--- config.mk ---
export PLATFORM = sky130hd
export DESIGN_NAME = i2c_master_byte_engine
export DESIGN_NICKNAME = d
export VERILOG_FILES = /design/src/rtl/i2cm_pkg.sv /design/src/rtl/i2cm_front.sv /design/src/rtl/i2cm_back.sv /design/src/rtl/i2c_master_byte_engine.sv
export VERILOG_INCLUDE_DIRS = /design/src /design/src/rtl
export SDC_FILE = /design/constraint.sdc
export NUM_CORES = 1
export LEC_CHECK = 0
export BUFFER_PORTS_ARGS = -buffer_cell sky130_fd_sc_hd__buf_4
export CORE_ASPECT_RATIO = 1.25
export CORE_UTILIZATION = 53
export DETAILED_ROUTE_END_ITERATION = 6
export PLACE_DENSITY = 0.83
export SLEW_MARGIN = 20
export SYNTH_ARGS = -nofsm -noshare
export SYNTH_HDL_FRONTEND = slang
export SYNTH_SLANG_ARGS = --single-unit
--- constraint.sdc ---
create_clock -name clock -period 3.6 [get_ports clock]
set_input_delay 0.54 -clock clock [delete_from_list [all_inputs] [get_ports clock]]
set_output_delay 0.54 -clock clock [all_outputs]
set_load 0.01 [all_outputs]
--- src/rtl/i2c_master_byte_engine_defines.svh ---
// Assertion macros shared by the engine's modules.
`ifndef I2C_MASTER_BYTE_ENGINE_DEFINES_SVH
`define I2C_MASTER_BYTE_ENGINE_DEFINES_SVH

`ifndef SYNTHESIS

// A property that must hold at every clock edge outside reset.
`define I2CM_ASSERT(label, clk, rst, prop) \
   label: assert property (@(posedge clk) disable iff (rst) (prop)) \
      else $error("i2cm assertion failed");

// A condition that must be followed by a consequence in the next cycle.
`define I2CM_ASSERT_NEXT(label, clk, rst, cond, cons) \
   label: assert property (@(posedge clk) disable iff (rst) (cond) |=> (cons)) \
      else $error("i2cm assertion failed");

`else

`define I2CM_ASSERT(label, clk, rst, prop)
`define I2CM_ASSERT_NEXT(label, clk, rst, cond, cons)

`endif

`endif

--- src/rtl/i2cm_pkg.sv ---
package i2cm_pkg;

   // One input beat: a command offer plus the sampled bus levels.
   typedef struct packed {
      logic       cmd_valid;
      logic       op;
      logic       start_first;
      logic       stop_after;
      logic [7:0] tx_data;
      logic       nack_to_send;
      logic       scl_level;
      logic       sda_level;
   } req_type;

   // One result beat, produced for every input beat.
   typedef struct packed {
      logic       scl_drive_low;
      logic       sda_drive_low;
      logic       busy_res;
      logic       done_res;
      logic [7:0] rx_data;
      logic       ack_seen;
   } rsp_type;

   // A classified beat as it waits in the queue between front and back.
   typedef struct packed {
      logic       cmd_valid;
      logic       op;
      logic       want_start;
      logic       stop_after;
      logic       nack_to_send;
      logic [7:0] shift_init;
      logic       scl_level;
      logic       sda_level;
   } q_item_type;

   // Command bits held for the duration of a byte.
   typedef struct packed {
      logic op;
      logic stop_after;
      logic nack_to_send;
   } held_type;

   typedef enum logic [4:0] {
      PH_IDLE     = 5'd0,
      PH_RS_DLY1  = 5'd1,
      PH_RS_WAIT  = 5'd2,
      PH_RS_DLY2  = 5'd3,
      PH_ST_DLY   = 5'd4,
      PH_BIT_DLY1 = 5'd5,
      PH_BIT_WAIT = 5'd6,
      PH_BIT_DLY2 = 5'd7,
      PH_BIT_DLY3 = 5'd8,
      PH_SP_DLY1  = 5'd9,
      PH_SP_WAIT  = 5'd10,
      PH_SP_DLY2  = 5'd11,
      PH_SP_DLY3  = 5'd12
   } phase_type;

   localparam int          QUEUE_DEPTH       = 2;
   localparam logic [15:0] HALF_DELAY_RESET  = 16'd2;
   localparam logic [3:0]  DATA_BITS         = 4'd8;
   localparam logic [3:0]  FRAME_BITS        = 4'd9;

endpackage

--- src/rtl/i2cm_front.sv ---
`include "i2c_master_byte_engine_defines.svh"

module i2cm_front (
   input  logic                 clock,
   input  logic                 reset,
   input  logic                 req_valid,
   output logic                 req_stall,
   input  i2cm_pkg::req_type    req_data,
   output logic                 q_valid,
   output i2cm_pkg::q_item_type q_item,
   input  logic                 q_pop
);

   i2cm_pkg::q_item_type entry_ff [i2cm_pkg::QUEUE_DEPTH];
   i2cm_pkg::q_item_type item_c;
   logic                 wr_ptr_ff, wr_ptr_in;
   logic                 rd_ptr_ff, rd_ptr_in;
   logic [1:0]           count_ff, count_in;
   logic                 push;

   // Classify the beat: a start only applies to writes, reads shift in from zero.
   always_comb begin
      item_c.cmd_valid    = req_data.cmd_valid;
      item_c.op           = req_data.op;
      item_c.want_start   = ~req_data.op & req_data.start_first;
      item_c.stop_after   = req_data.stop_after;
      item_c.nack_to_send = req_data.nack_to_send;
      item_c.shift_init   = req_data.op ? 8'd0 : req_data.tx_data;
      item_c.scl_level    = req_data.scl_level;
      item_c.sda_level    = req_data.sda_level;
   end

   // The queue is full when both entries hold a beat.
   assign req_stall = (count_ff == 2'(i2cm_pkg::QUEUE_DEPTH));
   assign push      = req_valid & ~req_stall;
   assign q_valid   = (count_ff != 2'd0);
   assign q_item    = entry_ff[rd_ptr_ff];

   // Pointer and fill count update.
   always_comb begin
      wr_ptr_in = push  ? ~wr_ptr_ff : wr_ptr_ff;
      rd_ptr_in = q_pop ? ~rd_ptr_ff : rd_ptr_ff;
      count_in  = count_ff + 2'(push) - 2'(q_pop);
   end

   always_ff @(posedge clock) begin
      if (reset) begin
         wr_ptr_ff <= 1'b0;
         rd_ptr_ff <= 1'b0;
         count_ff  <= 2'd0;
      end else begin
         wr_ptr_ff <= wr_ptr_in;
         rd_ptr_ff <= rd_ptr_in;
         count_ff  <= count_in;
      end
   end

   // Queue storage needs no reset.
   always_ff @(posedge clock) begin
      if (push) begin
         entry_ff[wr_ptr_ff] <= item_c;
      end
   end

   `I2CM_ASSERT(a_count_bound, clock, reset, count_ff <= 2'(i2cm_pkg::QUEUE_DEPTH))
   `I2CM_ASSERT(a_pop_only_valid, clock, reset, !q_pop || q_valid)
   `I2CM_ASSERT_NEXT(a_full_holds, clock, reset, req_stall && !q_pop, req_stall)

endmodule

--- src/rtl/i2cm_back.sv ---
`include "i2c_master_byte_engine_defines.svh"

module i2cm_back (
   input  logic                 clock,
   input  logic                 reset,
   input  logic                 csr_wr_en,
   input  logic [15:0]          csr_wr_data,
   input  logic                 q_valid,
   input  i2cm_pkg::q_item_type q_item,
   output logic                 q_pop,
   output logic                 rsp_valid,
   input  logic                 rsp_stall,
   output i2cm_pkg::rsp_type    rsp_data
);

   i2cm_pkg::phase_type phase_ff, phase_in;
   i2cm_pkg::held_type  held_ff, held_in;
   i2cm_pkg::rsp_type   rsp_data_ff, rsp_next;
   logic [15:0]         half_delay_ff;
   logic [15:0]         delay_ff, delay_in, delay_load;
   logic [3:0]          bit_ff, bit_in, bit_next;
   logic [7:0]          shift_ff, shift_in;
   logic [7:0]          rx_ff, rx_in;
   logic                scl_ff, scl_in;
   logic                sda_ff, sda_in;
   logic                started_ff, started_in;
   logic                ack_ff, ack_in;
   logic                done_c;
   logic                rsp_valid_ff, rsp_valid_in;
   logic                step;
   logic                delay_end;
   logic                load_delay;

   // Level to put on SDA for a bit slot; the ninth slot is the ACK slot.
   function automatic logic bit_level(input logic [3:0] idx, input logic op,
                                      input logic nack, input logic [7:0] data);
      logic lvl;
      if (idx >= i2cm_pkg::DATA_BITS) begin
         lvl = op ? nack : 1'b1;
      end else if (op) begin
         lvl = 1'b1;
      end else begin
         lvl = data[3'd7 - idx[2:0]];
      end
      return lvl;
   endfunction

   function automatic logic is_delay(input i2cm_pkg::phase_type ph);
      logic d;
      case (ph)
         i2cm_pkg::PH_RS_DLY1, i2cm_pkg::PH_RS_DLY2, i2cm_pkg::PH_ST_DLY,
         i2cm_pkg::PH_BIT_DLY1, i2cm_pkg::PH_BIT_DLY2, i2cm_pkg::PH_BIT_DLY3,
         i2cm_pkg::PH_SP_DLY1, i2cm_pkg::PH_SP_DLY2, i2cm_pkg::PH_SP_DLY3: d = 1'b1;
         default: d = 1'b0;
      endcase
      return d;
   endfunction

   // A beat is processed whenever the output register can take its result.
   assign step       = q_valid & (~rsp_valid_ff | ~rsp_stall);
   assign q_pop      = step;
   assign delay_end  = (delay_ff <= 16'd1);
   assign delay_load = (half_delay_ff == 16'd0) ? 16'd1 : half_delay_ff;
   assign bit_next   = bit_ff + 4'd1;
   assign load_delay = step & is_delay(phase_in) & (phase_in != phase_ff);

   // Next phase of the bit sequencer.
   always_comb begin
      phase_in = phase_ff;
      if (step) begin
         case (phase_ff)
            i2cm_pkg::PH_IDLE: begin
               if (q_item.cmd_valid) begin
                  if (q_item.want_start) begin
                     phase_in = started_ff ? i2cm_pkg::PH_RS_DLY1 : i2cm_pkg::PH_ST_DLY;
                  end else begin
                     phase_in = i2cm_pkg::PH_BIT_DLY1;
                  end
               end
            end
            i2cm_pkg::PH_RS_WAIT: begin
               if (q_item.scl_level) phase_in = i2cm_pkg::PH_RS_DLY2;
            end
            i2cm_pkg::PH_BIT_WAIT: begin
               if (q_item.scl_level) phase_in = i2cm_pkg::PH_BIT_DLY2;
            end
            i2cm_pkg::PH_SP_WAIT: begin
               if (q_item.scl_level) phase_in = i2cm_pkg::PH_SP_DLY2;
            end
            i2cm_pkg::PH_RS_DLY1: begin
               if (delay_end) phase_in = i2cm_pkg::PH_RS_WAIT;
            end
            i2cm_pkg::PH_RS_DLY2: begin
               if (delay_end) phase_in = i2cm_pkg::PH_ST_DLY;
            end
            i2cm_pkg::PH_ST_DLY: begin
               if (delay_end) phase_in = i2cm_pkg::PH_BIT_DLY1;
            end
            i2cm_pkg::PH_BIT_DLY1: begin
               if (delay_end) phase_in = i2cm_pkg::PH_BIT_WAIT;
            end
            i2cm_pkg::PH_BIT_DLY2: begin
               if (delay_end) phase_in = i2cm_pkg::PH_BIT_DLY3;
            end
            i2cm_pkg::PH_BIT_DLY3: begin
               if (delay_end) begin
                  if (bit_next < i2cm_pkg::FRAME_BITS) begin
                     phase_in = i2cm_pkg::PH_BIT_DLY1;
                  end else if (held_ff.stop_after) begin
                     phase_in = i2cm_pkg::PH_SP_DLY1;
                  end else begin
                     phase_in = i2cm_pkg::PH_IDLE;
                  end
               end
            end
            i2cm_pkg::PH_SP_DLY1: begin
               if (delay_end) phase_in = i2cm_pkg::PH_SP_WAIT;
            end
            i2cm_pkg::PH_SP_DLY2: begin
               if (delay_end) phase_in = i2cm_pkg::PH_SP_DLY3;
            end
            i2cm_pkg::PH_SP_DLY3: begin
               if (delay_end) phase_in = i2cm_pkg::PH_IDLE;
            end
            default: phase_in = i2cm_pkg::PH_IDLE;
         endcase
      end
   end

   // Line drives, shift register, counters and status for this beat.
   always_comb begin
      scl_in     = scl_ff;
      sda_in     = sda_ff;
      bit_in     = bit_ff;
      shift_in   = shift_ff;
      started_in = started_ff;
      held_in    = held_ff;
      ack_in     = ack_ff;
      rx_in      = rx_ff;
      delay_in   = delay_ff;
      done_c     = 1'b0;
      if (step) begin
         if (is_delay(phase_ff)) begin
            delay_in = delay_end ? 16'd0 : delay_ff - 16'd1;
         end
         case (phase_ff)
            i2cm_pkg::PH_IDLE: begin
               if (q_item.cmd_valid) begin
                  held_in.op           = q_item.op;
                  held_in.stop_after   = q_item.stop_after;
                  held_in.nack_to_send = q_item.nack_to_send;
                  shift_in             = q_item.shift_init;
                  bit_in               = 4'd0;
                  if (q_item.want_start) begin
                     // A fresh start pulls SDA low; a repeated start releases it first.
                     sda_in = ~started_ff;
                  end else begin
                     sda_in = ~bit_level(4'd0, q_item.op, q_item.nack_to_send,
                                         q_item.shift_init);
                  end
               end
            end
            i2cm_pkg::PH_BIT_WAIT: begin
               if (q_item.scl_level) begin
                  if (bit_ff < i2cm_pkg::DATA_BITS) begin
                     if (held_ff.op) shift_in = {shift_ff[6:0], q_item.sda_level};
                  end else if (!held_ff.op) begin
                     ack_in = q_item.sda_level;
                  end
               end
            end
            i2cm_pkg::PH_RS_DLY1, i2cm_pkg::PH_BIT_DLY1, i2cm_pkg::PH_SP_DLY1: begin
               if (delay_end) scl_in = 1'b0;
            end
            i2cm_pkg::PH_RS_DLY2: begin
               if (delay_end) sda_in = 1'b1;
            end
            i2cm_pkg::PH_ST_DLY: begin
               if (delay_end) begin
                  scl_in     = 1'b1;
                  started_in = 1'b1;
                  bit_in     = 4'd0;
                  sda_in     = ~bit_level(4'd0, held_ff.op, held_ff.nack_to_send, shift_ff);
               end
            end
            i2cm_pkg::PH_BIT_DLY2: begin
               if (delay_end) scl_in = 1'b1;
            end
            i2cm_pkg::PH_BIT_DLY3: begin
               if (delay_end) begin
                  bit_in = bit_next;
                  if (bit_next < i2cm_pkg::FRAME_BITS) begin
                     sda_in = ~bit_level(bit_next, held_ff.op, held_ff.nack_to_send, shift_ff);
                  end else if (held_ff.stop_after) begin
                     sda_in = 1'b1;
                  end else begin
                     if (held_ff.op) rx_in = shift_ff;
                     done_c = 1'b1;
                  end
               end
            end
            i2cm_pkg::PH_SP_DLY2: begin
               if (delay_end) sda_in = 1'b0;
            end
            i2cm_pkg::PH_SP_DLY3: begin
               if (delay_end) begin
                  started_in = 1'b0;
                  if (held_ff.op) rx_in = shift_ff;
                  done_c = 1'b1;
               end
            end
            default: begin
            end
         endcase
         if (load_delay) delay_in = delay_load;
      end
   end

   // Result of this beat.
   always_comb begin
      rsp_next.scl_drive_low = scl_in;
      rsp_next.sda_drive_low = sda_in;
      rsp_next.busy_res      = (phase_in != i2cm_pkg::PH_IDLE);
      rsp_next.done_res      = done_c;
      rsp_next.rx_data       = rx_in;
      rsp_next.ack_seen      = ack_in;
      rsp_valid_in           = step | (rsp_valid_ff & rsp_stall);
   end

   always_ff @(posedge clock) begin
      if (reset) begin
         phase_ff      <= i2cm_pkg::PH_IDLE;
         held_ff       <= '0;
         half_delay_ff <= i2cm_pkg::HALF_DELAY_RESET;
         delay_ff      <= 16'd0;
         bit_ff        <= 4'd0;
         shift_ff      <= 8'd0;
         rx_ff         <= 8'd0;
         scl_ff        <= 1'b0;
         sda_ff        <= 1'b0;
         started_ff    <= 1'b0;
         ack_ff        <= 1'b0;
         rsp_valid_ff  <= 1'b0;
      end else begin
         phase_ff      <= phase_in;
         held_ff       <= held_in;
         if (csr_wr_en) half_delay_ff <= csr_wr_data;
         delay_ff      <= delay_in;
         bit_ff        <= bit_in;
         shift_ff      <= shift_in;
         rx_ff         <= rx_in;
         scl_ff        <= scl_in;
         sda_ff        <= sda_in;
         started_ff    <= started_in;
         ack_ff        <= ack_in;
         rsp_valid_ff  <= rsp_valid_in;
      end
   end

   // Output payload register; loaded only when a beat is processed.
   always_ff @(posedge clock) begin
      if (step) rsp_data_ff <= rsp_next;
   end

   assign rsp_valid = rsp_valid_ff;
   assign rsp_data  = rsp_data_ff;

   `I2CM_ASSERT(a_done_not_busy, clock, reset,
                !rsp_valid_ff || !rsp_data_ff.done_res || !rsp_data_ff.busy_res)
   `I2CM_ASSERT(a_delay_nonzero, clock, reset, !is_delay(phase_ff) || delay_ff != 16'd0)
   `I2CM_ASSERT_NEXT(a_phase_holds, clock, reset, !step, $stable(phase_ff))
   `I2CM_ASSERT(a_bit_bound, clock, reset, bit_ff <= i2cm_pkg::FRAME_BITS)

endmodule

--- src/rtl/i2c_master_byte_engine.sv ---
// Byte-level I2C master: one input beat per bus tick, one result beat per input beat.
// A beat is first written into the queue; the back step then loads the result register from
// it once the output can take it. Throughput: 1 beat per cycle while rsp_stall does not hold
// the output register, as the back sequencer steps once per beat. Reset (synchronous, active
// high): sequencer idle, lines released, queue empty, half_delay = 2, byte and ACK cleared.
module i2c_master_byte_engine (
   input  logic              clock,
   input  logic              reset,
   input  logic              req_valid,
   output logic              req_stall,
   input  i2cm_pkg::req_type req_data,
   output logic              rsp_valid,
   input  logic              rsp_stall,
   output i2cm_pkg::rsp_type rsp_data,
   input  logic              csr_wr_en,
   input  logic [15:0]       csr_wr_data
);

   logic                 q_valid;
   logic                 q_pop;
   i2cm_pkg::q_item_type q_item;

   // Front: accepts and classifies beats into a two-entry queue.
   i2cm_front u_front (
      .clock     (clock),
      .reset     (reset),
      .req_valid (req_valid),
      .req_stall (req_stall),
      .req_data  (req_data),
      .q_valid   (q_valid),
      .q_item    (q_item),
      .q_pop     (q_pop)
   );

   // Back: runs the bus sequencer and registers each result.
   i2cm_back u_back (
      .clock       (clock),
      .reset       (reset),
      .csr_wr_en   (csr_wr_en),
      .csr_wr_data (csr_wr_data),
      .q_valid     (q_valid),
      .q_item      (q_item),
      .q_pop       (q_pop),
      .rsp_valid   (rsp_valid),
      .rsp_stall   (rsp_stall),
      .rsp_data    (rsp_data)
   );

endmodule
==> results of run 1 <==
## state kept, by name, indices dropped and copies added, names as in the netlist, named ones only
name / cells
u_back.rsp_data: 13
u_back.bit_ff: 4
u_front.rd_ptr_ff: 1
u_back.phase_ff: 5
u_back.delay_ff: 16
u_front.wr_ptr_ff: 1
u_back.sda_ff: 1
u_back.shift_ff: 8
u_back.held_ff: 3
u_front.count_ff: 2
u_back.half_delay_ff: 16
u_back.rx_ff: 8
u_back.started_ff: 1
u_back.ack_ff: 1
u_back.rsp_valid: 1
u_front.entry_ff: 30
u_back.scl_ff: 1
## stage by stage
stage	total power [mW]	instance area, sq um	hold WS [ns]	instances	setup slack, ns
after floorplan	3.88	5540	0.444	549	0.634
after global placement	4.49	6010	0.469	707	0.487
after detailed placement	4.58	6010	0.477	707	0.358
after CTS	6.32	6620	0.295	739	0.322
after global routing	6.70	6620	0.300	739	0.114
final	6.36	6620	0.309	739	0.286
## how the worst max path moves through the flow
stage	startpoint	endpoint	depth (start not counted)	slack [ns]
floorplan	u_back.delay_ff[11]	u_back.delay_ff[3]	11	0.63
global placement	u_back.delay_ff[11]	u_back.delay_ff[8]	9	0.49
detailed placement	u_back.delay_ff[11]	u_back.delay_ff[8]	9	0.36
CTS	u_back.delay_ff[11]	u_back.delay_ff[3]	9	0.32
global route	u_back.delay_ff[4]	u_back.delay_ff[8]	9	0.11
finish	u_back.delay_ff[11]	u_back.delay_ff[3]	9	0.29
## per-layer routing
layer / vias to the layer above / track usage, %
met4: 0 / 12.1
met2: 218 / 41.5
met3: 36 / 6.71
met1: 2051 / 30.7
li1: 2118 / -
met5: - / 0
## kinds of logic after synthesis
| logic type | Yosys count | share of synthesized area (%) |
|---|---|---|
| AO/OA/AOI/OAI | 119 | 15.0 |
| XOR/XNOR | 6 | 0.948 |
| adder cells (fa/ha/maj) | 5 | 1.13 |
| buffers and inverters | 42 | 3.32 |
| flip-flops | 114 | 49.0 |
| multiplexers | 53 | 10.5 |
| AND/OR/NAND/NOR | 210 | 20.2 |
## worst max-delay path, stage by stage, from the launching register on
cell and delay (ns):
dfxtp_1 0.37, or4_4 0.59, nor4_4 0.43, and2_1 0.41, nand2_2 0.13, o22a_1 0.23, and2_4 0.18, o21ai_2 0.15
and2_4 0.32, mux2_1 0.36
## cell usage after synthesis (3+ instances only)
| cell | count |
|---|---|
| edfxtp_1 | 43 |
| a22oi_1 | 3 |
| o31ai_2 | 8 |
| o21ai_0 | 33 |
| a211oi_1 | 5 |
| mux4_2 | 3 |
| buf_1 | 4 |
| dfxtp_1 | 71 |
| ha_1 | 5 |
| mux2_2 | 8 |
| clkbuf_1 | 21 |
| a21oi_1 | 34 |
| xor2_1 | 4 |
| and2_1 | 3 |
| nor2b_1 | 30 |
| nand2_1 | 27 |
| nor4_1 | 9 |
| nand2b_1 | 5 |
| nor3_1 | 13 |
| buf_2 | 3 |
| nand3_1 | 8 |
| mux2i_1 | 40 |
| nand4b_1 | 12 |
| a31oi_1 | 5 |
| or4_1 | 3 |
| o31ai_1 | 4 |
| inv_1 | 10 |
| nand4_1 | 5 |
| nor2_1 | 78 |
## where the power goes
group	internal (mW)	switching, mW	total (mW)
registers	1.65	0.226	1.87
clock network	1.09	0.624	1.72
logic	1.03	1.74	2.77
## final cells by class
| type | instances | area, sq um | share of cell area (%) |
|---|---|---|---|
| Tap cell | 129 | 161 | 2.44 |
| Timing Repair Buffer | 60 | 450 | 6.81 |
| Clock inverter | 15 | 180 | 2.72 |
| Multi-Input combinational cell | 393 | 2650 | 40.0 |
| Clock buffer | 17 | 425 | 6.43 |
| Sequential cell | 114 | 2710 | 41.0 |
| Inverter | 11 | 41.3 | 0.624 |
==> flow_summary_export.csv, run 1 <==
group,metric,value,unit
outcome,status,"finished clean",
worst_hold_path,hold_path_class,"input port to flip-flop",
floorplanning,dieArea,10900,sq um
timing,fmax,302,MHz
global_route,grt_max_degree,86,
setup_path,r2r-start,"u_back.delay_ff[11]",
power,powerDensity,961,nW/um^2
clocking,cts_sinks,114,
timing,finalCriticalPeriod,3.31,ns
logic_synthesis,ys_ff_latch,114,
logic_synthesis,synthTopCellsByArea,"dfxtp_1, edfxtp_1, mux2i_1",
drt,wl_met2,6270,microns
logic_synthesis,synth_area_leader_cell,"dfxtp_1",
logic_synthesis,synthArstFlopShare,0,%
timing,finalSetupTns,0,ns
floorplanning,die_h,116,microns
placed_design,port_buffers,50,
cells_and_area,diodes,0,
cells_and_area,final_nets,638,
drt,firstDrtPassIters,5,
global_route,grt.total_usage,25.2,%
floorplanning,core,10200,sq um
cells_and_area,fillers,756,
logic_synthesis,ys_types,67,
placed_design,place.gp.congestion,0.927,
floorplanning,boundaryPins,51,
drt,met1_length,5230,microns
timing,max-slew-margin-rel,42.1,%
setup_path,critical_path_arrival,3.61,ns
timing,finClkSkew,0.00834,ns
setup_path,critPathLaunchType,"flip-flop",
drt,num_vias,4423,
clocking,cts_tree,"built",
setup_path,worstSetupPathType,"flip-flop to flip-flop",
cells_and_area,layout_common_cells,"nor2_1, dfxtp_1, buf_4",
logic_synthesis,syn_nets,590,
logic_synthesis,syn_avg_cell_area,10.1,sq um
timing,tightest_slew,0.869,ns
logic_synthesis,ys_seq_area_share,49.0,%
setup_path,cp-end-kind,"flip-flop",
timing,grt_setup_unrepaired,"no",
timing,setup_viol,0,
clocking,post_cts_buffers,0,
global_route,antenna_found_initial,0,
cells_and_area,fin_util,65.1,%
timing,finalCritPeriodShare,92.0,%
global_route,grt-ovfl-total,0,
drt,drc,0,
setup_path,cp_data_required_time,3.90,ns
clocking,cts_resized,0,
timing,final_hold_viol_count,0,
logic_synthesis,syn_area,5540,sq um
logic_synthesis,synth_warnings,0,
setup_path,rrSetupSlack,0.29,ns
setup_path,cp_max_fo,16,
setup_path,r2r-end,"u_back.delay_ff[3]",
clocking,clk_latency,0.42,ns
worst_hold_path,worst_hold_path.num_cells,1,
logic_synthesis,ys.flop_type,"dfxtp_1",
setup_path,ff2ff_path_depth,9,
floorplanning,initial_core_util,54.6,%
logic_synthesis,syn_inst,549,
global_route,grt_pass1_vias,4342,
clocking,postCtsHoldBufs,0,
cells_and_area,areaGrowthSynthToFinish,19.4,%
drt,routed_via_density,5.99,
clocking,clockRootBuffer,"clkbuf_16",
clocking,h-tree-depth,4,
worst_hold_path,min_from,"req_data[0]",
floorplanning,die_x,93.5,microns
cells_and_area,drive_gt1_share,21.0,%
clocking,numCtsBuffers,17,
drt,wl_met3,810,microns
flow_run,cap_violations,0,
cells_and_area,final_common_cell,"nor2_1",
timing,slew_viol_final,0,
clocking,path_clk_slew,0.06,ns
placed_design,place_hpwl,8310,microns
drt,detailedRoute.firstIterationViolations,461,
drt,routed_wirelength,12600,microns
worst_hold_path,hold_path_end,"u_front.entry_ff[1][0]",
drt,top_layer_used,"met4",
floorplanning,num_rows,41,
power,leakage,2.57,nW
logic_synthesis,yosysTopAreaCellShare,25.6,%
drt,final_antenna_net_count,0,
global_route,grt_first_pass_wirelength,21100,microns
clocking,cts.path.max_buffers,2,
power,vdd.ir_drop.worst,700,uV
logic_synthesis,synth_edf_count,43,
drt,wl_per_cell,17.1,microns
(Power assumes the default switching activity.)
==> inputs of run 2 (changes only) <==
--- a/config.mk
+++ b/config.mk
@@ -8,9 +8,9 @@
 export LEC_CHECK = 0
 export BUFFER_PORTS_ARGS = -buffer_cell sky130_fd_sc_hd__buf_4
 export CORE_ASPECT_RATIO = 1.25
-export CORE_UTILIZATION = 53
+export CORE_UTILIZATION = 55
 export DETAILED_ROUTE_END_ITERATION = 6
-export PLACE_DENSITY = 0.83
+export PLACE_DENSITY = 0.86
 export SLEW_MARGIN = 20
 export SYNTH_ARGS = -nofsm -noshare
 export SYNTH_HDL_FRONTEND = slang
==> flow_summary_export.csv, run 2 (synthesized netlist as in run 1, its figures left out) <==
group,metric,value,unit
global_route,antenna_found_initial,0,
power,comb_power_share,44.1,%
floorplanning,dieArea,10500,sq um
drt,routed_via_density,6.10,
timing,fmax,305,MHz
cells_and_area,final_nets,639,
clocking,post_cts_buffers,0,
cells_and_area,diodes,0,
power,vdd.ir_drop.worst,592,uV
global_route,grt-ovfl-total,0,
power,p_sw_share,41.5,%
floorplanning,die_x,91.8,microns
worst_hold_path,worst_hold_path.num_cells,1,
drt,firstDrtPassIters,7,
drt,detailedRoute.firstIterationViolations,535,
setup_path,ff2ff_path_depth,9,
timing,grt_setup_unrepaired,"no",
setup_path,critPathLaunchType,"flip-flop",
clocking,numCtsBuffers,17,
worst_hold_path,hold_path_class,"input port to flip-flop",
drt,final_antenna_net_count,0,
power,power.internal,3.65,mW
floorplanning,core,9710,sq um
power,total_power,6.23,mW
power,seqPwrFrac,30.1,%
placed_design,port_buffers,50,
timing,tightest_slew,0.860,ns
clocking,cts.path.max_buffers,2,
power,powerDensity,946,nW/um^2
setup_path,cp-end-kind,"flip-flop",
timing,finalCriticalPeriod,3.28,ns
setup_path,cp_data_required_time,3.89,ns
cells_and_area,largest_register_ffs,30,
clocking,h-tree-depth,4,
clocking,cts_sinks,114,
outcome,status,"finished clean",
timing,slew_viol_final,0,
timing,setup_viol,0,
global_route,grt.total_usage,26.1,%
placed_design,place_hpwl,8540,microns
cells_and_area,regMostFlops,"u_front.entry_ff",
setup_path,worstSetupPathType,"flip-flop to flip-flop",
floorplanning,die_h,114,microns
global_route,grt_first_pass_wirelength,21500,microns
flow_run,cap_violations,0,
setup_path,critical_path_arrival,3.57,ns
clocking,cts_tree,"built",
drt,routed_wirelength,12700,microns
drt,wl_per_cell,17.3,microns
cells_and_area,drive_gt1_share,21.1,%
placed_design,placedCellCount,705,
cells_and_area,layout_common_cells,"nor2_1, dfxtp_1, buf_4",
timing,finalCritPeriodShare,91.1,%
floorplanning,boundaryPins,51,
timing,whs,0.312,ns
timing,finalSetupTns,0,ns
floorplanning,num_rows,40,
drt,drc,0,
power,leakage,2.56,nW
global_route,grt_max_degree,86,
power,p_sw,2.59,mW
clocking,path_clk_slew,0.06,ns
timing,finClkSkew,0.00714,ns
clocking,clk_latency,0.41,ns
timing,final_hold_viol_count,0,
cells_and_area,areaGrowthSynthToFinish,18.9,%
power,clkPwrFrac,25.8,%
drt,num_vias,4496,
clocking,cts_resized,0,
cells_and_area,final_cells,737,
clocking,postCtsHoldBufs,0,
setup_path,cp_max_fo,16,
global_route,grt_pass1_vias,4439,
cells_and_area,reg_top3,"u_front.entry_ff: 30 flops, u_back.delay_ff: 16 flops, u_back.half_delay_ff: 16 flops",
placed_design,place.gp.congestion,0.960,
timing,max-slew-margin-rel,42.7,%
floorplanning,initial_core_util,57.1,%
clocking,clockRootBuffer,"clkbuf_16",
cells_and_area,final_common_cell,"nor2_1",
[run 2: worst max-delay path, cell delays in order, from the launching register on]
cell	delay, ns
dfxtp_1	0.37
or4_4	0.59
nor4_4	0.42
and2_1	0.39
nand2_2	0.14
o22a_1	0.22
and2_4	0.18
o21ai_2	0.16
and2_4	0.33
mux2_1	0.37
[run 2: stage by stage]
step / setup WS [ns] / cell area, sq um / utilization [%]
finish: 0.320 / 6590 / 67.8
global route: 0.140 / 6590 / 67.8
CTS: 0.329 / 6590 / 67.8
detailed placement: 0.373 / 6010 / 61.9
global placement: 0.476 / 6010 / 61.9
floorplan: 0.634 / 5540 / -
[run 2: path summary, 6_finish.rpt]
path	from	to	slack (ns)
worst max-delay path	u_back.delay_ff[11]	u_back.delay_ff[3]	0.32
worst min register to register	u_back.rsp_valid	u_back.rsp_valid	0.49
worst max register to register	u_back.delay_ff[11]	u_back.delay_ff[3]	0.32
worst min-delay path	req_data[11]	u_front.entry_ff[0][11]	0.31
[run 2: power by group through the flow]
stage / registers, mW / clock network (mW) / logic [mW]
after floorplan: 1.82 / 0 / 2.06
after CTS: 1.87 / 1.63 / 2.71
final: 1.88 / 1.61 / 2.75
after global routing: 1.91 / 1.68 / 3.01
after detailed placement: 1.89 / 0 / 2.69
after global placement: 1.87 / 0 / 2.64
[run 2: routing by layer]
layer / routed length (microns) / vias to the layer above / global-route usage, %
met3: 784 / 33 / 6.97
met1: 5350 / 2133 / 32.6
met4: 316 / 0 / 10.6
met5: 0 / - / 0
met2: 6300 / 218 / 43.3
li1: - / 2112 / -
[run 2: final cells by class]
type	count	area, sq um
repair buffers	61	458
flip-flops and latches	114	2710
well taps	126	158
clock inverters	15	148
fillers	707	3120
multi-input cells	393	2650
clock buffers	17	425
inverters	11	41.3
